**src/rtl/pba_pkg.sv**
```systemverilog
// Package for the identifier allocator: sizes and item types.
package pba_pkg;

    localparam int ID_COUNT  = 256;
    localparam int WORD_W    = 32;
    localparam int BIT_W     = $clog2(WORD_W);
    localparam int WORDS     = (ID_COUNT + WORD_W - 1) / WORD_W;
    localparam int WADDR_W   = (WORDS > 1) ? $clog2(WORDS) : 1;
    localparam int ID_FULL_W = WADDR_W + BIT_W;
    localparam int STEP_W    = $clog2(WORDS + 1);
    localparam int REL_W     = 16;
    localparam int GRANT_W   = 8;

    localparam logic ACT_ALLOC   = 1'b0;
    localparam logic ACT_RELEASE = 1'b1;

    typedef struct packed {
        logic             action;
        logic [REL_W-1:0] release_id;
    } req_t;

    typedef struct packed {
        logic [GRANT_W-1:0] granted_id;
        logic               success;
    } rsp_t;

endpackage

```
**src/rtl/pid_bitmap_allocator.sv**
```systemverilog
// Identifier allocator: used-bitmap in a word memory with a next-fit pointer.
//
//   channel   dir   handshake          payload
//   s_        in    s_valid / s_ready  pba_pkg::req_t (action, release_id)
//   m_        out   m_valid / m_ready  pba_pkg::rsp_t (granted_id, success)
//
// One item at a time. The bitmap is read one 32-bit word per cycle from the
// pointer's word; an allocate reads on, wrapping, and reads the pointer's word
// again for the bits below the pointer, stopping at the first free bit.
// A release reads only its id's word; an out-of-range release skips the memory.
// Reset marks every memory row invalid; an invalid row reads as its reset
// value, so no clearing pass is needed. A stalled m_ready holds the result
// and keeps the next item's result waiting in the result register.
module pid_bitmap_allocator (
    input  logic           aclk,
    input  logic           aresetn,
    input  logic           s_valid,
    output logic           s_ready,
    input  pba_pkg::req_t  s_data,
    output logic           m_valid,
    input  logic           m_ready,
    output pba_pkg::rsp_t  m_data
);
    import pba_pkg::*;

    typedef enum logic [2:0] {
        S_IDLE = 3'b001,
        S_SCAN = 3'b010,
        S_RESP = 3'b100
    } state_t;

    state_t                state_reg, state_next;
    logic                  op_rel_reg, op_rel_next;
    logic [ID_FULL_W-1:0]  rel_id_reg, rel_id_next;
    logic [ID_FULL_W-1:0]  ptr_reg, ptr_next;
    logic [WADDR_W-1:0]    issue_word_reg, issue_word_next;
    logic [STEP_W-1:0]     issue_step_reg, issue_step_next;
    logic                  issuing_reg, issuing_next;
    logic                  eval_vld_reg, eval_vld_next;
    logic [WADDR_W-1:0]    eval_word_reg, eval_word_next;
    logic [STEP_W-1:0]     eval_step_reg, eval_step_next;
    rsp_t                  res_reg, res_next;
    logic                  m_valid_reg, m_valid_next;
    rsp_t                  m_data_reg, m_data_next;
    logic [WORDS-1:0]      row_valid_reg, row_valid_next;

    logic [WORD_W-1:0]     ram [WORDS];
    logic [WORD_W-1:0]     rd_data_reg;
    logic                  rd_en;
    logic                  wr_en;
    logic [WORD_W-1:0]     wr_data;

    logic                  rel_in_range;
    logic [ID_FULL_W-1:0]  acc_id;
    logic [STEP_W-1:0]     last_step;
    logic [WORD_W-1:0]     word_eff;
    logic [WORD_W-1:0]     scan_mask;
    logic [WORD_W-1:0]     free_bits;
    logic [WORD_W-1:0]     first_free;
    logic [BIT_W-1:0]      free_idx;
    logic [ID_FULL_W-1:0]  found_id;
    logic [ID_FULL_W+GRANT_W-1:0] found_wide;
    logic [BIT_W-1:0]      ptr_bit;
    logic [BIT_W-1:0]      rel_bit;
    logic                  out_free;

    assign s_ready  = (state_reg == S_IDLE);
    assign m_valid  = m_valid_reg;
    assign m_data   = m_data_reg;
    assign out_free = !m_valid_reg || m_ready;

    assign rel_in_range = ({1'b0, s_data.release_id} < (REL_W + 1)'(ID_COUNT));
    assign acc_id       = (s_data.action == ACT_RELEASE) ?
                          s_data.release_id[ID_FULL_W-1:0] : ptr_reg;
    assign last_step    = op_rel_reg ? '0 : STEP_W'(WORDS);
    assign ptr_bit      = ptr_reg[BIT_W-1:0];
    assign rel_bit      = rel_id_reg[BIT_W-1:0];

    assign rd_en = (state_reg == S_SCAN) && issuing_reg;

    always_comb begin
        if (row_valid_reg[eval_word_reg]) begin
            word_eff = rd_data_reg;
        end else begin
            word_eff = (eval_word_reg == '0) ? WORD_W'(1) : '0;
        end
    end

    always_comb begin
        for (int j = 0; j < WORD_W; j++) begin
            scan_mask[j] = ({1'b0, eval_word_reg, BIT_W'(j)} < (ID_FULL_W + 1)'(ID_COUNT));
            if (eval_step_reg == '0) begin
                scan_mask[j] = scan_mask[j] && (BIT_W'(j) >= ptr_bit);
            end else if (eval_step_reg == STEP_W'(WORDS)) begin
                scan_mask[j] = scan_mask[j] && (BIT_W'(j) < ptr_bit);
            end
        end
    end

    assign free_bits  = ~word_eff & scan_mask;
    assign first_free = free_bits & (~free_bits + WORD_W'(1));

    always_comb begin
        free_idx = '0;
        for (int j = 0; j < WORD_W; j++) begin
            if (first_free[j]) begin
                free_idx = free_idx | BIT_W'(j);
            end
        end
    end

    assign found_id   = {eval_word_reg, free_idx};
    assign found_wide = {{GRANT_W{1'b0}}, found_id};

    always_comb begin
        state_next      = state_reg;
        op_rel_next     = op_rel_reg;
        rel_id_next     = rel_id_reg;
        ptr_next        = ptr_reg;
        issue_word_next = issue_word_reg;
        issue_step_next = issue_step_reg;
        issuing_next    = issuing_reg;
        eval_vld_next   = 1'b0;
        eval_word_next  = eval_word_reg;
        eval_step_next  = eval_step_reg;
        res_next        = res_reg;
        m_valid_next    = m_valid_reg && !m_ready;
        m_data_next     = m_data_reg;
        row_valid_next  = row_valid_reg;
        wr_en           = 1'b0;
        wr_data         = word_eff;

        case (state_reg)
            S_IDLE: begin
                if (s_valid) begin
                    op_rel_next = (s_data.action == ACT_RELEASE);
                    rel_id_next = s_data.release_id[ID_FULL_W-1:0];
                    res_next.granted_id = s_data.release_id[GRANT_W-1:0];
                    res_next.success    = 1'b0;
                    issue_word_next     = acc_id[ID_FULL_W-1:BIT_W];
                    issue_step_next     = '0;
                    if (s_data.action == ACT_RELEASE && !rel_in_range) begin
                        state_next = S_RESP;
                    end else begin
                        issuing_next = 1'b1;
                        state_next   = S_SCAN;
                    end
                end
            end
            S_SCAN: begin
                if (issuing_reg) begin
                    eval_vld_next  = 1'b1;
                    eval_word_next = issue_word_reg;
                    eval_step_next = issue_step_reg;
                    if (issue_step_reg == last_step) begin
                        issuing_next = 1'b0;
                    end else begin
                        issue_step_next = issue_step_reg + STEP_W'(1);
                        issue_word_next = (issue_word_reg == WADDR_W'(WORDS - 1)) ?
                                          '0 : issue_word_reg + WADDR_W'(1);
                    end
                end
                if (eval_vld_reg) begin
                    if (op_rel_reg) begin
                        wr_en      = 1'b1;
                        wr_data    = word_eff & ~(WORD_W'(1) << rel_bit);
                        res_next.success = 1'b1;
                        state_next = S_RESP;
                    end else if (free_bits != '0) begin
                        wr_en      = 1'b1;
                        wr_data    = word_eff | first_free;
                        ptr_next   = (found_id == ID_FULL_W'(ID_COUNT - 1)) ?
                                     '0 : found_id + ID_FULL_W'(1);
                        res_next.granted_id = found_wide[GRANT_W-1:0];
                        res_next.success    = 1'b1;
                        state_next = S_RESP;
                    end else if (eval_step_reg == STEP_W'(WORDS)) begin
                        res_next.granted_id = '0;
                        res_next.success    = 1'b0;
                        state_next = S_RESP;
                    end
                    if (wr_en) begin
                        row_valid_next[eval_word_reg] = 1'b1;
                    end
                    if (state_next == S_RESP) begin
                        issuing_next  = 1'b0;
                        eval_vld_next = 1'b0;
                    end
                end
            end
            S_RESP: begin
                if (out_free) begin
                    m_valid_next = 1'b1;
                    m_data_next  = res_reg;
                    state_next   = S_IDLE;
                end
            end
            default: begin
                state_next = S_IDLE;
            end
        endcase
    end

    always_ff @(posedge aclk) begin
        if (wr_en) begin
            ram[eval_word_reg] <= wr_data;
        end
        if (rd_en) begin
            rd_data_reg <= ram[issue_word_reg];
        end
    end

    always_ff @(posedge aclk) begin
        if (!aresetn) begin
            state_reg     <= S_IDLE;
            ptr_reg       <= ID_FULL_W'(1);
            issuing_reg   <= 1'b0;
            eval_vld_reg  <= 1'b0;
            m_valid_reg   <= 1'b0;
            row_valid_reg <= '0;
        end else begin
            state_reg     <= state_next;
            ptr_reg       <= ptr_next;
            issuing_reg   <= issuing_next;
            eval_vld_reg  <= eval_vld_next;
            m_valid_reg   <= m_valid_next;
            row_valid_reg <= row_valid_next;
        end
    end

    always_ff @(posedge aclk) begin
        op_rel_reg     <= op_rel_next;
        rel_id_reg     <= rel_id_next;
        issue_word_reg <= issue_word_next;
        issue_step_reg <= issue_step_next;
        eval_word_reg  <= eval_word_next;
        eval_step_reg  <= eval_step_next;
        res_reg        <= res_next;
        m_data_reg     <= m_data_next;
    end

endmodule
```
**config.mk**
```make
export PLATFORM = sky130hd
export DESIGN_NAME = pid_bitmap_allocator
export DESIGN_NICKNAME = d
export VERILOG_FILES = /design/src/rtl/pba_pkg.sv /design/src/rtl/pid_bitmap_allocator.sv
export SDC_FILE = /design/constraint.sdc
export NUM_CORES = 1
export LEC_CHECK = 0
export BUFFER_PORTS_ARGS = -buffer_cell sky130_fd_sc_hd__clkbuf_2
export CAP_MARGIN = 20
export CORE_MARGIN = 2
export CORE_UTILIZATION = 35
export DETAILED_ROUTE_END_ITERATION = 8
export SETUP_SLACK_MARGIN = 0.2
export SYNTH_ARGS = -nofsm -noshare
export SYNTH_HDL_FRONTEND = slang
export SYNTH_SLANG_ARGS = --single-unit
```
**constraint.sdc**
```tcl
create_clock -name aclk -period 7 [get_ports aclk]
set_clock_uncertainty 0.1 [all_clocks]
set_input_delay 1.4 -clock aclk [delete_from_list [all_inputs] [get_ports aclk]]
set_output_delay 1.4 -clock aclk [all_outputs]
set_load 0.01 [all_outputs]
```
[Word-level counts from Yosys, hierarchy flattened]
Memories as Yosys holds them, arrays and structs flattened. A register that Yosys moved wholly into a read port is not among the register bits.
Index checks and enable logic that the tools add are counted.
Storage, ports and cells
  flip-flop bits (word level): 60
  memory bits (writable): 256
  output and inout bits: 11
  memories: 1
Memory list
  ram: words 8, width 32, rd ports 1, clocked after Yosys merged registers in 1, wr ports 1, RTL line pid_bitmap_allocator.sv:47  | logic [WORD_W-1:0] ram [WORDS];
Operators by class
  add/subtract/negate cells: 4
  order comparisons: 67
  equal/unequal tests: 19
  shifts and indexed selects: 1
  mux-type cells: 267
  bitwise gates (word level): 8
  reduce and logical (&&, ||, !) cells: 23
Operators with widths (count)
  32-bit two-way mux: 11
  8-bit two-way mux: 19
  1-bit two-way mux: 142
  9-bit two-way mux: 15
  3-bit two-way mux: 35
  32-bit AND: 3
  32-bit inverter: 3
  5-bit two-way mux: 18
  5-bit greater-or-equal comparator (first input constant): 16
  5-bit less-than comparator (first input constant): 16
  4-bit two-way mux: 18
  4-bit by 5-bit greater-or-equal comparator with 1-bit output (first input constant): 8
  4-bit by 5-bit less-than comparator with 1-bit output (first input constant): 8
  32-bit by 1-bit adder with 32-bit output (second input constant): 1
  32-bit OR: 1
  32-bit nonzero test: 1
  1-bit by 5-bit << shifter with 32-bit output (first input constant): 1
  3-bit by 5-bit greater-or-equal comparator with 1-bit output (first input constant): 4
  3-bit by 5-bit less-than comparator with 1-bit output (first input constant): 4
  9-bit one-hot mux with 2 select lines: 1
  16-bit by 9-bit less-than comparator with 1-bit output (second input constant): 1
  2-bit != test (second input constant): 7
  4-bit AND reduction: 3
  1-bit by 5-bit greater-or-equal comparator with 1-bit output (first input constant): 2
  34 further kinds: 51

[Longest topological paths before layout]
  depth in word-level cells: 50
  gate-level depth with buffers: 20
  mapped depth without buffers: 15

[Least setup slack after synthesis]
Ideal clock, no wire load.
  kind: register to register
  start point: register eval_word_reg[0]
  end point: memory ram[3][0] (enable)
  library setup time: 505 ps
  data arrival time: 5780 ps
  required time: 6395 ps
  setup slack: 615 ps
  cell stages (with the launch flop): 14
  cell sequence: edfxtp_1 clkbuf_1 mux2_1 a311oi_2 o211ai_2 buf_2 buf_2 buf_2 nand2_1 nor3_1 o21bai_1 a32o_1 nor4b_2 nor4_1
On the way
  cells in the longest elaborated chain, start to end: 18
  elaborated cells between the ends (all ways): 20
  classes of those cells: 16 x mux; 2 x bitwise; 2 x reduce/logical
RTL lines
  start: declaration: RTL line pid_bitmap_allocator.sv:40  | logic [WADDR_W-1:0] eval_word_reg, eval_word_next;
  start signal: assignment: RTL line pid_bitmap_allocator.sv:236  | eval_word_reg <= eval_word_next;
  1-bit binary-select mux with 3-bit select / 3-bit zero test (equally long branches): RTL line pid_bitmap_allocator.sv:82, pid_bitmap_allocator.sv:85
  1-bit two-way mux, on equally long branches: RTL line pid_bitmap_allocator.sv:82, pid_bitmap_allocator.sv:85
  32-bit two-way mux: RTL line pid_bitmap_allocator.sv:82  | if (row_valid_reg[eval_word_reg]) begin
  32-bit inverter: RTL line pid_bitmap_allocator.sv:100  | assign free_bits = ~word_eff & scan_mask;
  32-bit AND: RTL line pid_bitmap_allocator.sv:100
  32-bit nonzero test: RTL line pid_bitmap_allocator.sv:169  | end else if (free_bits != '0) begin
  1-bit two-way mux: RTL line pid_bitmap_allocator.sv:169
  1-bit two-way mux: RTL line pid_bitmap_allocator.sv:164  | if (op_rel_reg) begin
  1-bit two-way mux: RTL line pid_bitmap_allocator.sv:163  | if (eval_vld_reg) begin
  1-bit two-way mux: RTL line pid_bitmap_allocator.sv:133  | case (state_reg)
  1-bit two-way mux: RTL line pid_bitmap_allocator.sv:164
  1-bit two-way mux: RTL line pid_bitmap_allocator.sv:163
  1-bit two-way mux: RTL line pid_bitmap_allocator.sv:133
  1-bit two-way mux: RTL line pid_bitmap_allocator.sv:163
  1-bit two-way mux (2 in a row): RTL line pid_bitmap_allocator.sv:133
  1-bit two-way mux: RTL line pid_bitmap_allocator.sv:205  | if (wr_en) begin
  1-bit two-way mux (implied by the code): RTL line pid_bitmap_allocator.sv:206  | ram[eval_word_reg] <= wr_data;
  end: declaration: RTL line pid_bitmap_allocator.sv:47
Several ways; a longest one is shown, not always the timed one. The select of a mux whose other input is x is not followed.

[Final worst setup path]
  start point: register eval_word_reg[0]
  end point: register ptr_reg[1]
On the way
  cells in the longest elaborated chain, start to end: 50
  elaborated cells between the ends (all ways): 56
  classes of those cells: 2 x add/sub; 2 x eq/ne; 45 x mux; 4 x bitwise; 3 x reduce/logical
RTL lines
  1-bit binary-select mux with 3-bit select / 3-bit zero test (equally long branches): RTL line pid_bitmap_allocator.sv:82, pid_bitmap_allocator.sv:85
  1-bit two-way mux, on equally long branches: RTL line pid_bitmap_allocator.sv:82, pid_bitmap_allocator.sv:85
  32-bit two-way mux: RTL line pid_bitmap_allocator.sv:82
  32-bit inverter: RTL line pid_bitmap_allocator.sv:100
  32-bit AND: RTL line pid_bitmap_allocator.sv:100
  32-bit inverter: RTL line pid_bitmap_allocator.sv:101  | assign first_free = free_bits & (~free_bits + WORD_W'(1));
  32-bit by 1-bit adder with 32-bit output: RTL line pid_bitmap_allocator.sv:101
  32-bit AND: RTL line pid_bitmap_allocator.sv:101
  [34 not listed]
  8-bit two-way mux: RTL line pid_bitmap_allocator.sv:164
  8-bit two-way mux: RTL line pid_bitmap_allocator.sv:163
  8-bit two-way mux: RTL line pid_bitmap_allocator.sv:133
  8-bit two-way mux: RTL line pid_bitmap_allocator.sv:164
  8-bit two-way mux: RTL line pid_bitmap_allocator.sv:163
  8-bit two-way mux: RTL line pid_bitmap_allocator.sv:133
  8-bit two-way mux: RTL line pid_bitmap_allocator.sv:163
  8-bit two-way mux: RTL line pid_bitmap_allocator.sv:133
  end signal: assignment: RTL line pid_bitmap_allocator.sv:223  | ptr_reg <= ptr_next;
  end: declaration: RTL line pid_bitmap_allocator.sv:35  | logic [ID_FULL_W-1:0] ptr_reg, ptr_next;
Several ways; a longest one is shown, not always the timed one. The select of a mux whose other input is x is not followed.
A chain may end at the register's enable or synchronous reset.

==> flow_summary_export.csv <==
group,metric,value,unit
sta,tns,0,ns
final_layout,drive_gt1_share,20.7,%
setup_path,crit_required,7.31,ns
setup_path,reg2reg_to,"ptr_reg[1]",
setup_path,crit_path_start,"eval_word_reg[0]",
clock_network,post_cts_resized,0,
global_routing,met3_usage,2.39,%
synth,avgSynthCellArea,14.1,um2
sta,relSlewSlack,24.8,%
clock_network,numCtsBuffers,37,
die,rows,79,
clock_network,cts_sinks,348,
synth,synth-async-reset-ratio,0,%
placement,routabilityCongestion,0.985,
synth,ys_types,94,
final_layout,area_growth,12.5,%
final_layout,layoutNonFillerInstCount,1822,
setup_path,worstPathCellList,"nor2_1 -> a22oi_1 -> o211ai_4 -> a21o_1 -> nand3_2 -> nor4_1 -> o21ai_0 -> o311ai_0 -> nor2_1 -> inv_1 -> ha_1 -> o311ai_4 -> o31ai_4 -> a2bb2oi_1 -> nor2_1",
final_layout,largest_register_ff_count,256,
power,p_leak,6.38,nW
clock_network,insertion_delay,0.56,ns
global_routing,grt_pass1_wl,66400,um
final_layout,n_fill_cell,4343,
setup_path,crit_type,"register to register",
die,start_util,35.3,%
synth,synth_edf_count,326,
placement,port_buffers,31,
setup_path,crit_path_end,"ptr_reg[1]",
sta,finalCriticalPeriod,5.56,ns
run,max_cap_violations,0,
clock_network,hold_buffers,0,
synth,yosys-top-cells-area,"edfxtp_1 (60%), mux4_2 (8.8%), dfxtp_1 (2.7%)",
routing,via_per_inst,5.83,
die,core,0.0465,mm2
setup_path,r2r_slack,1.44,ns
sta,fmax,0.180,GHz
final_layout,num-nets-final,1213,
synth,synth_top_area_cell,"edfxtp_1",
setup_path,cp_max_fo,31,
synth,syn_area,0.0164,mm2
synth,yosysSeqAreaShare,62.3,%
setup_path,crit_cells,15,
outcome,run_status,"complete, no violations",
die,fp.dieH,221,um
setup_path,cpMostUsedCell,"nor2_1",
setup_path,critPathLaunchType,"register",
setup_path,arrival,5.88,ns
synth,yosys.area.top_type_share,59.6,%
global_routing,grt_use_met2,29.0,%
global_routing,track_usage,18.4,%
clock_network,cts.clk_slew.worst_paths,0.06,ns
global_routing,gr-total-overflow,0,
final_layout,antennaDiodeCount,0,
clock_network,cts_tree,"built",
synth,syn_inst,1165,
setup_path,reg2reg_from,"eval_word_reg[0]",
sta,hold_ws,0.325,ns
setup_path,endpoint_kind,"register",
die,pin_count,32,
global_routing,grt_pass1_vias,10300,
sta,rsz0062_at_grt,"no",
setup_path,slowest_delay,1.02,ns
setup_path,critPathBufInv,1,
global_routing,grt_start_max_net_pins,67,
routing,drt_iter0_drc,987,
clock_network,postCtsSetupBuffers,0,
placement,dp_hpwl,29100,um
final_layout,final_util,39.8,%
sta,period_share,79.5,%
routing,totalWireLength,44200,um
routing,via_count,10600,
power,ir_worst_vdd,156,uV
global_routing,busiest_layer,"met2",
power,p_per_area,255,mW/mm2
setup_path,cpMaxStageDelayCell,"nor4_1",
global_routing,antenna_found_initial,0,
synth,synthFlopType,"edfxtp_1",
setup_path,worstRegToRegCells,15,
clock_network,root_buffer,"clkbuf_16",
clock_network,htree_levels,2,
clock_network,clock_path_buffers,3,
die,dieArea,0.0486,mm2
routing,avgRoutedWirePerCell,24.3,um
global_routing,use_met1,26.8,%
sta,worst_pin_slew,1.12,ns
routing,ant_nets,0,
power,p_total,0.00472,W
sta,hold_violations,0,
sta,setup_viol,0,
setup_path,critPathTopFamily,"compound AO/OA/AOI/OAI gates",
die,die_w,221,um
synth,ys_ff_latch,348,
placement,dp_cells,1752,
sta,drv_slew,0,
routing,drtPass1Iterations,5,
synth,yosys_warnings,0,
routing,drc,0,
hold_path,hold_class,"register to register",
synth,synth_nets,1191,
-- report_power, final --
part           switching (W)  leakage, nW  total [W]  internal (W)
logic               0.000221         2.38   0.000430      0.000210
registers          0.0000370         3.43    0.00235       0.00231
clock network       0.000786        0.581    0.00194       0.00115
-- cell type report --
type | instances | area, um2 | area share [%]
Clock inverter | 19 | 216 | 1.17
Multi-Input combinational cell | 720 | 5810 | 31.5
Tap cell | 607 | 759 | 4.11
Inverter | 23 | 86.3 | 0.467
Sequential cell | 348 | 10200 | 55.4
Clock buffer | 48 | 988 | 5.35
Timing Repair Buffer | 57 | 375 | 2.03
-- logic make-up (layout without fill, tap and decap cells) --
family,count (synthesis),count (layout),share of synthesized area (%)
flops,348,348,62.3
simple gates,304,304,9.89
compound gates,275,275,11.6
mux,113,113,12.1
buf+inv,97,147,2.55
xor+xnor,23,23,1.23
fa+ha+maj,5,5,0.381
-- metal layers --
metal	share of wire [%]	up-vias	wire, um
li1	-	4692	-
met1	45	5480	19900
met2	47	396	20600
met3	6.2	54	2740
met4	2.1	0	933
met5	0	-	0
-- synthesized netlist by cell type, drive strengths merged (8+ instances only) --
| master | count |
|---|---|
| mux2 | 36 |
| o31ai | 9 |
| a31oi | 8 |
| and3 | 17 |
| a21o | 10 |
| mux2i | 13 |
| a21oi | 73 |
| dfxtp | 22 |
| nand3 | 29 |
| a22oi | 11 |
| o21a | 8 |
| nor3 | 25 |
| and2 | 10 |
| o22ai | 12 |
| clkbuf | 34 |
| o211ai | 12 |
| inv | 23 |
| edfxtp | 326 |
| mux4 | 64 |
| nand4 | 10 |
| nor2 | 72 |
| buf | 40 |
| a211oi | 11 |
| o21ai | 52 |
| xnor2 | 18 |
| nor3b | 8 |
| nand2 | 71 |
-- worst register-to-register path, delay by kind of cell (launching register included) --
family	cells	cell delay, ns
buffers and inverters	1	0.12
and+or+nand+nor	5	1.88
AOI/OAI and AO/OA	8	2.49
adders and majority gates	1	0.23
DFF	1	0.61
-- through the flow --
stage | cell area, um2 | worst slack [ns]
floorplan | 16400 | 0.615
global placement | 17200 | 1.70
detailed placement | 17200 | 1.58
CTS | 18400 | 1.53
global route | 18500 | 1.15
finish | 18500 | 1.44
-- cells in the final DEF, fill, tap and decap left out, drive strengths merged, types with 17 or more instances in the layout --
cell type  instances
a21oi             73
and3              17
buf               23
clkbuf            82
dfxtp             22
edfxtp           326
inv               24
mux2              36
mux4              64
nand2             71
nand3             29
nor2              72
nor3              25
o21ai             52
xnor2             18
-- worst min-delay path by stage --
stage                end  depth (start not counted)  slack, ns        from
6_report       m_data[5]                          0       0.33  res_reg[5]
3_3_place_gp   m_data[5]                          0       0.31  res_reg[5]
2_1_floorplan  m_data[0]                          0       0.30  res_reg[0]
4_1_cts        m_data[7]                          0       0.33  res_reg[7]
3_5_place_dp   m_data[5]                          0       0.31  res_reg[5]
5_1_grt        m_data[8]                          0       0.34  res_reg[8]
No activity file was read; power rests on OpenSTA's default activity.
